==> src/atom_contact_filter_defines.svh <==
// Assertion macros shared by the contact filter modules.
// Each macro expects signals named clk and rst_n in the scope where it is used.
`ifndef ATOM_CONTACT_FILTER_DEFINES_SVH
`define ATOM_CONTACT_FILTER_DEFINES_SVH

// Same-cycle implication, checked at every rising edge outside reset.
`define ACF_ASSERT_IMPL(name, ante, cons) \
    name: assert property (@(posedge clk) disable iff (!rst_n) (ante) |-> (cons)) \
        else $error("atom contact filter: same-cycle check failed");

// Next-cycle implication, checked at every rising edge outside reset.
`define ACF_ASSERT_NEXT(name, ante, cons) \
    name: assert property (@(posedge clk) disable iff (!rst_n) (ante) |=> (cons)) \
        else $error("atom contact filter: next-cycle check failed");

`endif

==> src/acf_pkg.sv <==
// Package for the atom contact filter: widths, constants, codes and the
// command and status structs between controller and datapath. No dependencies.
`timescale 1ns / 1ps

package acf_pkg;

    localparam int ACF_COORD_W = 20;
    localparam int ACF_RAD_W   = 12;
    localparam int ACF_CUT_W   = 16;
    localparam int ACF_LIM_W   = 2 * ACF_CUT_W;
    localparam int ACF_MAG_W   = ACF_COORD_W;
    localparam int ACF_SQ_W    = 2 * ACF_MAG_W;
    localparam int ACF_SUM_W   = ACF_SQ_W + 2;
    localparam int ACF_ENTRY_W = 3 * ACF_COORD_W;

    localparam int ACF_DEPTH   = 1024;
    localparam int ACF_ADDR_W  = $clog2(ACF_DEPTH);
    localparam int ACF_COUNT_W = $clog2(ACF_DEPTH + 1);

    // 1.5 A in units of 1/256 A.
    localparam logic [ACF_RAD_W-1:0] ACF_HEAVY_MIN    = 12'd384;
    // 5.0 A in units of 1/256 A.
    localparam logic [ACF_CUT_W-1:0] ACF_CUTOFF_RESET = 16'd1280;
    localparam logic [ACF_LIM_W-1:0] ACF_LIM_RESET    =
        ACF_LIM_W'(ACF_CUTOFF_RESET) * ACF_LIM_W'(ACF_CUTOFF_RESET);

    typedef enum logic [1:0] {
        OP_CLEAR = 2'd0,
        OP_LOAD  = 2'd1,
        OP_QUERY = 2'd2
    } acf_op_t;

    typedef enum logic [1:0] {
        ST_IDLE,
        ST_SCAN,
        ST_DRAIN,
        ST_FINISH
    } acf_state_t;

    typedef struct packed {
        logic do_clear;
        logic do_load;
        logic start_query;
        logic issue;
        logic finish;
    } acf_cmd_t;

    typedef struct packed {
        logic scan_ok;
        logic last_addr;
        logic pipe_empty;
        logic out_free;
    } acf_status_t;

endpackage

==> src/acf_ctrl.sv <==
// Controller state machine of the contact filter: accepts items and sequences
// the store scan of a query. Depends on acf_pkg and the assertion macro header.
`timescale 1ns / 1ps
`include "atom_contact_filter_defines.svh"

module acf_ctrl (
    input  logic                 clk,
    input  logic                 rst_n,
    input  logic                 in_valid,
    input  logic [1:0]           in_opcode,
    input  acf_pkg::acf_status_t status,
    output logic                 in_ready,
    output acf_pkg::acf_cmd_t    cmd
);

    acf_pkg::acf_state_t state_reg;
    acf_pkg::acf_state_t state_next;
    logic                accept;

    assign accept = in_valid && (state_reg == acf_pkg::ST_IDLE);

    always_ff @(posedge clk or negedge rst_n)
    begin
        if (!rst_n)
        begin
            state_reg <= acf_pkg::ST_IDLE;
        end
        else
        begin
            state_reg <= state_next;
        end
    end

    always_comb
    begin
        state_next = state_reg;
        unique case (state_reg)
            acf_pkg::ST_IDLE:
            begin
                if (accept && (in_opcode == acf_pkg::OP_QUERY))
                begin
                    // A light atom or an empty store needs no scan.
                    state_next = status.scan_ok ? acf_pkg::ST_SCAN : acf_pkg::ST_FINISH;
                end
            end
            acf_pkg::ST_SCAN:
            begin
                if (status.last_addr)
                begin
                    state_next = acf_pkg::ST_DRAIN;
                end
            end
            acf_pkg::ST_DRAIN:
            begin
                if (status.pipe_empty)
                begin
                    state_next = acf_pkg::ST_FINISH;
                end
            end
            acf_pkg::ST_FINISH:
            begin
                if (status.out_free)
                begin
                    state_next = acf_pkg::ST_IDLE;
                end
            end
            default:
            begin
                state_next = acf_pkg::ST_IDLE;
            end
        endcase
    end

    always_comb
    begin
        in_ready        = (state_reg == acf_pkg::ST_IDLE);
        cmd             = '0;
        cmd.issue       = (state_reg == acf_pkg::ST_SCAN);
        cmd.finish      = (state_reg == acf_pkg::ST_FINISH) && status.out_free;
        if (accept)
        begin
            case (in_opcode)
                acf_pkg::OP_CLEAR: cmd.do_clear    = 1'b1;
                acf_pkg::OP_LOAD:  cmd.do_load     = 1'b1;
                acf_pkg::OP_QUERY: cmd.start_query = 1'b1;
                default:           cmd             = cmd;
            endcase
        end
    end

    `ACF_ASSERT_NEXT(a_scan_moves_on, state_reg == acf_pkg::ST_SCAN,
        state_reg == acf_pkg::ST_SCAN || state_reg == acf_pkg::ST_DRAIN)
    `ACF_ASSERT_NEXT(a_finish_waits, state_reg == acf_pkg::ST_FINISH && !status.out_free,
        state_reg == acf_pkg::ST_FINISH)

endmodule

==> config.mk <==
export PLATFORM = sky130hd
export DESIGN_NAME = acf_ctrl
export DESIGN_NICKNAME = d
export VERILOG_FILES = /design/src/acf_pkg.sv /design/src/acf_ctrl.sv
export VERILOG_INCLUDE_DIRS = /design/src /design/src/src
export SDC_FILE = /design/constraint.sdc
export NUM_CORES = 1
export LEC_CHECK = 0
export ABC_AREA = 0
export BUFFER_PORTS_ARGS = -buffer_cell sky130_fd_sc_hd__buf_4
export CAP_MARGIN = 5
export CORE_AREA = 2 2 39 41
export DETAILED_ROUTE_END_ITERATION = 10
export DIE_AREA = 0 0 41 43
export PLACE_DENSITY = 0.5
export SLEW_MARGIN = 30
export SYNTH_ARGS = -nofsm -noshare
export SYNTH_HDL_FRONTEND = slang
export SYNTH_SLANG_ARGS = --single-unit
==> constraint.sdc <==
create_clock -name clk -period 1.95 [get_ports clk]
set_input_delay 0.195 -clock clk [delete_from_list [all_inputs] [get_ports clk]]
set_output_delay 0.195 -clock clk [all_outputs]
set_load 0.01 [all_outputs]
==> metrics.md, run 1 <==
| Metric | Value |
|---|---|
| Status | completed |
| Critical path, cell by cell | inv_1 -> ha_1 -> nand2_1 -> nor3b_1 -> buf_4 |
| Chip height | between 40 and 50 um |
| Slew Limit Fails | 0 |
| Post-cts sizing count | 0 |
| Crit path max fanout | 4 |
| Share of cells above drive strength 1 | between 40% and 50% |
| Initial Util | between 10% and 20% |
| Largest area contributor in the netlist | ha_1 |
| Max layer used | met4 |
| Yosys top cell area share | about a quarter |
| Critical Path AT | between 1 and 1.5 ns |
| Critical Path Start Type | flip-flop |
| Post-Route M1 WL | 218 um |
| Final count of hold timing violations | 0 |
| Worst skew pair latency | between 0.2 and 0.25 ns |
| Met2 WL | 188 um |
| Reg clk slew, reported paths | 0.03 ns |
| Maxcap violations | 0 |
| Largest register FFs | 2 |
| Critical path's slowest cell | dfrtp_1 |
| Area growth, synth to finish | 61.5% |
| DP Worst Slack | between 0.3 and 0.4 ns |
| Initial antenna violation count | 0 |
| Max incr delay on CP | slightly below 0.4 ns |
| Detail Route Antenna Nets | 0 |
| Final instance area | 414 um^2 |
| Worst Reg-to-Reg Cells | 5 |
| WL met3 | slightly above 80 um |
| Max Clk Rate | roughly 600 MHz |
| Slew headroom | about four fifths |
| Register area share after synthesis | between 10% and 20% |
| Die area | between 1500 and 2000 um^2 |
| CTS tree | yes |
| Clock Root Buffer | clkbuf_4 |
| Final critical-path required period | around 1.7 ns |
| Post-DP HPWL | 429 um |
| Diode count | 0 |
| Syn avg cell area | 10.7 um^2 |
| Post-DR wirelength/cell | 8.84 um |
| Hold_buf cts | 1 |
| Syn_nets | 38 |
| Post-Synthesis Cells | 24 |
| Worst EP required | ~1.8 ns |
| CTS Buf Count | 3 |
| Synth top area cells | ha_1 (24%), dfrtp_1 (20%), mux2i_1 (12%) |
| FF+latch count, synth | 2 |
| Tot GR Track Use | 6.83% |
| Critical path class | reg2out |
| First-pass GRT wire length | approximately 750 um |
| Final hold slack | 0.288 ns |
| Clk_skew | 0.00308 ns |
| HP Class | in2async |
| Final #Nets | 58 |
| Power Total | about 0.5 mW |
| RSZ-0062 raised after global routing | false |
| Synthesized cell area | around 260 um^2 |
| PortBufs | 14 |
| Rows | 14 |
| Setup ws final | approximately 0.29 ns |
| Crit share post-route | 85.3% |
| Via density | 4.05 |
| CTS max path bufs | 2 |
| Routed WL | 513 um |
| Pin count of the biggest net entering global routing | 5 |
| # IOs | 15 |
| YS warnings | 0 |
| Post-CTS Setup Repair Bufs | 0 |
| GPL Wtd Cong | roughly 0.67 |
| Initial DRT Pass Iterations | 1 |
| Fillcell total | 140 |
| Final setup fails | 0 |
| Vias in the first global route | 231 |
| Gr ovfl total | 0 |
| Worst vdd ir | 0.000625 V |
| H-tree Lvls | 1 |
| Initial DRC Count | 0 |
| Core area | around 1400 um^2 |
| Setup TNS | 0 ns |
| Actual slew at the worst max-slew pin | around 0.32 ns |
| Clock Sinks | 2 |
| Leakage | around 0.22 nW |
| Distinct cell type count after synthesis | 13 |
| Post-Place Cell Area | 382 um^2 |
| DRC violations left | 0 |
| CP Capture Type | output pin |
| Die W | 41 um |
| Via count | 235 |
| Cell Pwr Density | around 1200 nW/um^2 |
## worst max-delay path, delay by kind of cell, from the launching register on
family / cells / cell delay [ns]
buffers and inverters: 2 / 0.28
AND/OR/NAND/NOR: 2 / 0.32
adder cells (fa/ha/maj): 1 / 0.26
flip-flops: 1 / 0.39
## stage by stage
| step | instances | util, % |
|---|---|---|
| after floorplan | 24 | - |
| after global placement | 54 | 27.6 |
| after detailed placement | 54 | 27.6 |
| after CTS | 58 | 29.9 |
| after global routing | 58 | 29.9 |
| final | 58 | 29.9 |
## layout by cell type (no fill, tap or decap), drive strengths merged
master       count
clkbuf           3
a2111oi          1
nor2b            2
ha               5
dlygate4sd3      1
inv              3
nor3             1
nor3b            2
buf             14
nand3b           1
nor2             1
dfrtp            2
and2b            1
mux2i            3
and2             1
nand2            1
## Yosys cell counts, drive strengths merged
library cell and number:
nor2 1, nand2 1, dfrtp 2, nand3b 1
ha 5, nor3 1, inv 3, nor2b 2
nor3b 2, mux2i 3, and2 1, and2b 1
a2111oi 1
## cells by family (layout without fill, tap and decap cells)
family | count (synthesis) | count (layout) | share of synthesized area [%]
compound gates | 1 | 1 | 10.7
mux | 3 | 3 | 11.7
fa+ha+maj | 5 | 5 | 24.4
simple gates | 10 | 10 | 29.3
buf+inv | 3 | 21 | 4.39
flops | 2 | 2 | 19.5
## final timing paths
path                         startpoint            to  slack (ns)
max                        state_reg[1]        cmd[3]        0.29
min                               rst_n  state_reg[0]        0.29
max reg2reg                state_reg[0]  state_reg[0]        0.37
min reg2reg                state_reg[1]  state_reg[1]        0.65
max in group asynchronous         rst_n  state_reg[1]        1.57
min in group clk              status[3]  state_reg[1]        0.32
## per-layer routing
metal	vias to the layer above	global-route usage [%]
met5	-	0
met4	0	10.0
met3	4	2.09
met2	17	9.69
met1	96	5.79
li1	118	-
## power by group
group	internal [mW]	switching, mW	total (mW)
registers	0.0662	0.0181	0.0843
logic	0.174	0.153	0.327
clock network	0.0678	0.0229	0.0907
## cell type report
| type | count | area (um^2) | share of cell area (%) |
|---|---|---|---|
| inverter | 3 | 11.3 | 2.72 |
| sequential | 2 | 50.0 | 12.1 |
| clock buffer | 3 | 22.5 | 5.44 |
| timing repair buffer | 15 | 115 | 27.8 |
| multi-input combinational | 19 | 195 | 47.1 |
| tap | 16 | 20.0 | 4.83 |
Power figures use the tool's default switching activity.
==> inputs of run 2 (changes only) <==
Settings changed: ABC_AREA 0 to default, CELL_PAD_IN_SITES_DETAIL_PLACEMENT from default to 1, CELL_PAD_IN_SITES_GLOBAL_PLACEMENT from default to 2, PLACE_DENSITY 0.5 to 0.73.
==> run 2 against run 1 <==
  * Non-clock buffer count unchanged
  * Sequential cell count unchanged
  * Cell area unchanged
  * Power down 0.31%
  * Routed wire length up 6.0%
  * Largest power group unchanged
  * Highest routed layer is now met3
==> metrics.md, run 2 (same netlist as run 1, synthesis figures left out) <==
| Metric | Value |
|---|---|
| Status | completed |
| Setup ws final | 0.272 ns (-0.0142 ns) |
| GPL Wtd Cong | 0.681 (+2.1%) |
| Final #Nets | 58 (unchanged) |
| Post-CTS Setup Repair Bufs | 0 (unchanged) |
| Slew Limit Fails | 0 (unchanged) |
| Setup TNS | 0 ns (unchanged) |
| Switching pwr | 0.193 mW (-0.52%) |
| Actual slew at the worst max-slew pin | 0.321 ns (+0.00130 ns) |
| Final setup fails | 0 (unchanged) |
| Reg clk slew, reported paths | 0.03 ns (about the same) |
| Largest register FFs | 2 (unchanged) |
| Max incr delay on CP | 0.39 ns (about the same) |
| Worst EP required | 1.75 ns (about the same) |
| Post-DR wirelength/cell | 9.38 um (+6.0%) |
| Die area | 1760 um^2 (unchanged) |
| Part of the power in combinational logic | 65.2% (about the same) |
| PortBufs | 14 (unchanged) |
| Tot GR Track Use | 8.14% (+1.3 points) |
| Vias in the first global route | 246 (+6.5%) |
| Initial DRT Pass Iterations | 1 (unchanged) |
| H-tree Lvls | 1 (unchanged) |
| Die W | 41 um (unchanged) |
| Via density | 4.05 (unchanged) |
| Crit path max fanout | 4 (unchanged) |
| Pin count of the biggest net entering global routing | 5 (unchanged) |
| Sw Share | 38.5% (-0.081 points) |
| Initial Util | 18.5% (unchanged) |
| Final critical-path required period | 1.68 ns (+0.0142 ns) |
| CTS Buf Count | 3 (unchanged) |
| Most frequent cells in the layout | buf_4 (14), ha_1 (5), inv_1 (3), mux2i_1 (3), clkbuf_4 (3) |
| CP Buf/Inv Count | 2 (unchanged) |
| Commonest non-fill, non-tap cell in the layout | buf_4 |
| Core Util, Final | 29.9% (unchanged) |
| Critical path class | reg2out |
| Crit share post-route | 86.1% (+0.73 points) |
| CTS tree | yes |
| Rows | 14 (unchanged) |
| Slew headroom | 78.6% (-0.087 points) |
| Area growth, synth to finish | 61.5% (unchanged) |
| CTS max path bufs | 2 (unchanged) |
| Share of cells above drive strength 1 | 47.6% (unchanged) |
| Via count | 235 (unchanged) |
| # IOs | 15 (unchanged) |
| DRC violations left | 0 (unchanged) |
| CP Capture Type | output pin |
| Final count of hold timing violations | 0 (unchanged) |
| Critical Path AT | 1.48 ns (about the same) |
| Leakage | 0.222 nW (unchanged) |
| Clock Root Buffer | clkbuf_4 |
| Gr ovfl total | 0 (unchanged) |
| Max Clk Rate | 596 MHz (-0.85%) |
| Maxcap violations | 0 (unchanged) |
| Initial antenna violation count | 0 (unchanged) |
| Worst skew pair latency | 0.22 ns (about the same) |
| Chip height | 43 um (unchanged) |
| Cell Pwr Density | 1210 nW/um^2 (-0.31%) |
| Core area | 1380 um^2 (unchanged) |
| Detail Route Antenna Nets | 0 (unchanged) |
| Post-cts sizing count | 0 (unchanged) |
| Internal Power | 0.308 mW (-0.18%) |
| Clk_skew | 0.00281 ns (-0.000271 ns) |
| Sequential cell fraction of total power | 16.8% (about the same) |
| Worst vdd ir | 0.000506 V (-19%) |
| Critical Path Start Type | flip-flop |
| Post-DP HPWL | 473 um (+10%) |
| Clock power share | 18.0% (about the same) |
| Critical path, cell by cell | inv_1 -> ha_1 -> nand2_1 -> nor3b_1 -> buf_4 |
| Clock Sinks | 2 (unchanged) |
| Routed WL | 544 um (+6.0%) |
| CP top delay family | flip-flops |
| HP Class | in2async |
| Initial DRC Count | 0 (unchanged) |
| RSZ-0062 raised after global routing | false |
| DP Worst Slack | 0.357 ns (-0.00107 ns) |
| First-pass GRT wire length | 890 um (+19%) |
| Diode count | 0 (unchanged) |
| Critical path's slowest cell | dfrtp_1 |
-- run 2: stage by stage --
stage	cells	hold WS [ns]	power, mW	area [um^2]
2_1_floorplan	24	-0.101	0.317	256
3_3_place_gp	54	-0.0216	0.416	382
3_5_place_dp	54	-0.0203	0.420	382
4_1_cts	58	0.277	0.518	414
5_1_grt	58	0.294	0.556	414
6_report	58	0.298	0.500	414
-- run 2: cell type report --
type | count | area (um^2)
multi-input combinational | 19 | 195
timing repair buffer | 15 | 115
clock buffer | 3 | 22.5
fill | 166 | 970
sequential | 2 | 50.0
tap | 16 | 20.0
inverter | 3 | 11.3
-- run 2: path summary, 6_finish.rpt --
kind	cells after the start	end	slack, ns	startpoint
setup / recovery	5	cmd[3]	0.27	state_reg[0]
min in group clk	4	state_reg[1]	0.34	status[3]
hold / removal	2	state_reg[0]	0.30	rst_n
setup reg to reg	5	state_reg[1]	0.38	state_reg[0]
max in group asynchronous	2	state_reg[1]	1.56	rst_n
hold reg to reg	2	state_reg[0]	0.64	state_reg[0]
-- run 2: layer usage --
metal | GRT usage, % | vias up | part of all wire [%]
met3 | 4.71 | 0 | 9.7
met5 | 0 | - | 0
met2 | 12.2 | 11 | 53
met4 | 8.00 | 0 | 0
li1 | - | 116 | -
met1 | 6.77 | 108 | 37
-- run 2: timing repair --
action | 4_1_cts | 5_1_grt
endpoints found under the hold margin | 2 | 0
endpoints found under the setup margin | 0 | 0
hold buffers | 1 | 0
-- run 2: worst register-to-register path, stage by stage, from the launching register on --
cell,delay [ns]
dfrtp_1,0.36
inv_1,0.10
ha_1,0.22
and2b_2,0.21
a2111oi_4,0.37
mux2i_1,0.22
-- run 2: power by group through the flow --
| stage | registers (mW) | logic, mW | clock network (mW) |
|---|---|---|---|
| 2_1_floorplan | 0.0804 | 0.237 | 0 |
| 3_3_place_gp | 0.0857 | 0.331 | 0 |
| 3_5_place_dp | 0.0854 | 0.335 | 0 |
| 4_1_cts | 0.0848 | 0.336 | 0.0970 |
| 5_1_grt | 0.0863 | 0.370 | 0.0998 |
| 6_report | 0.0840 | 0.326 | 0.0899 |
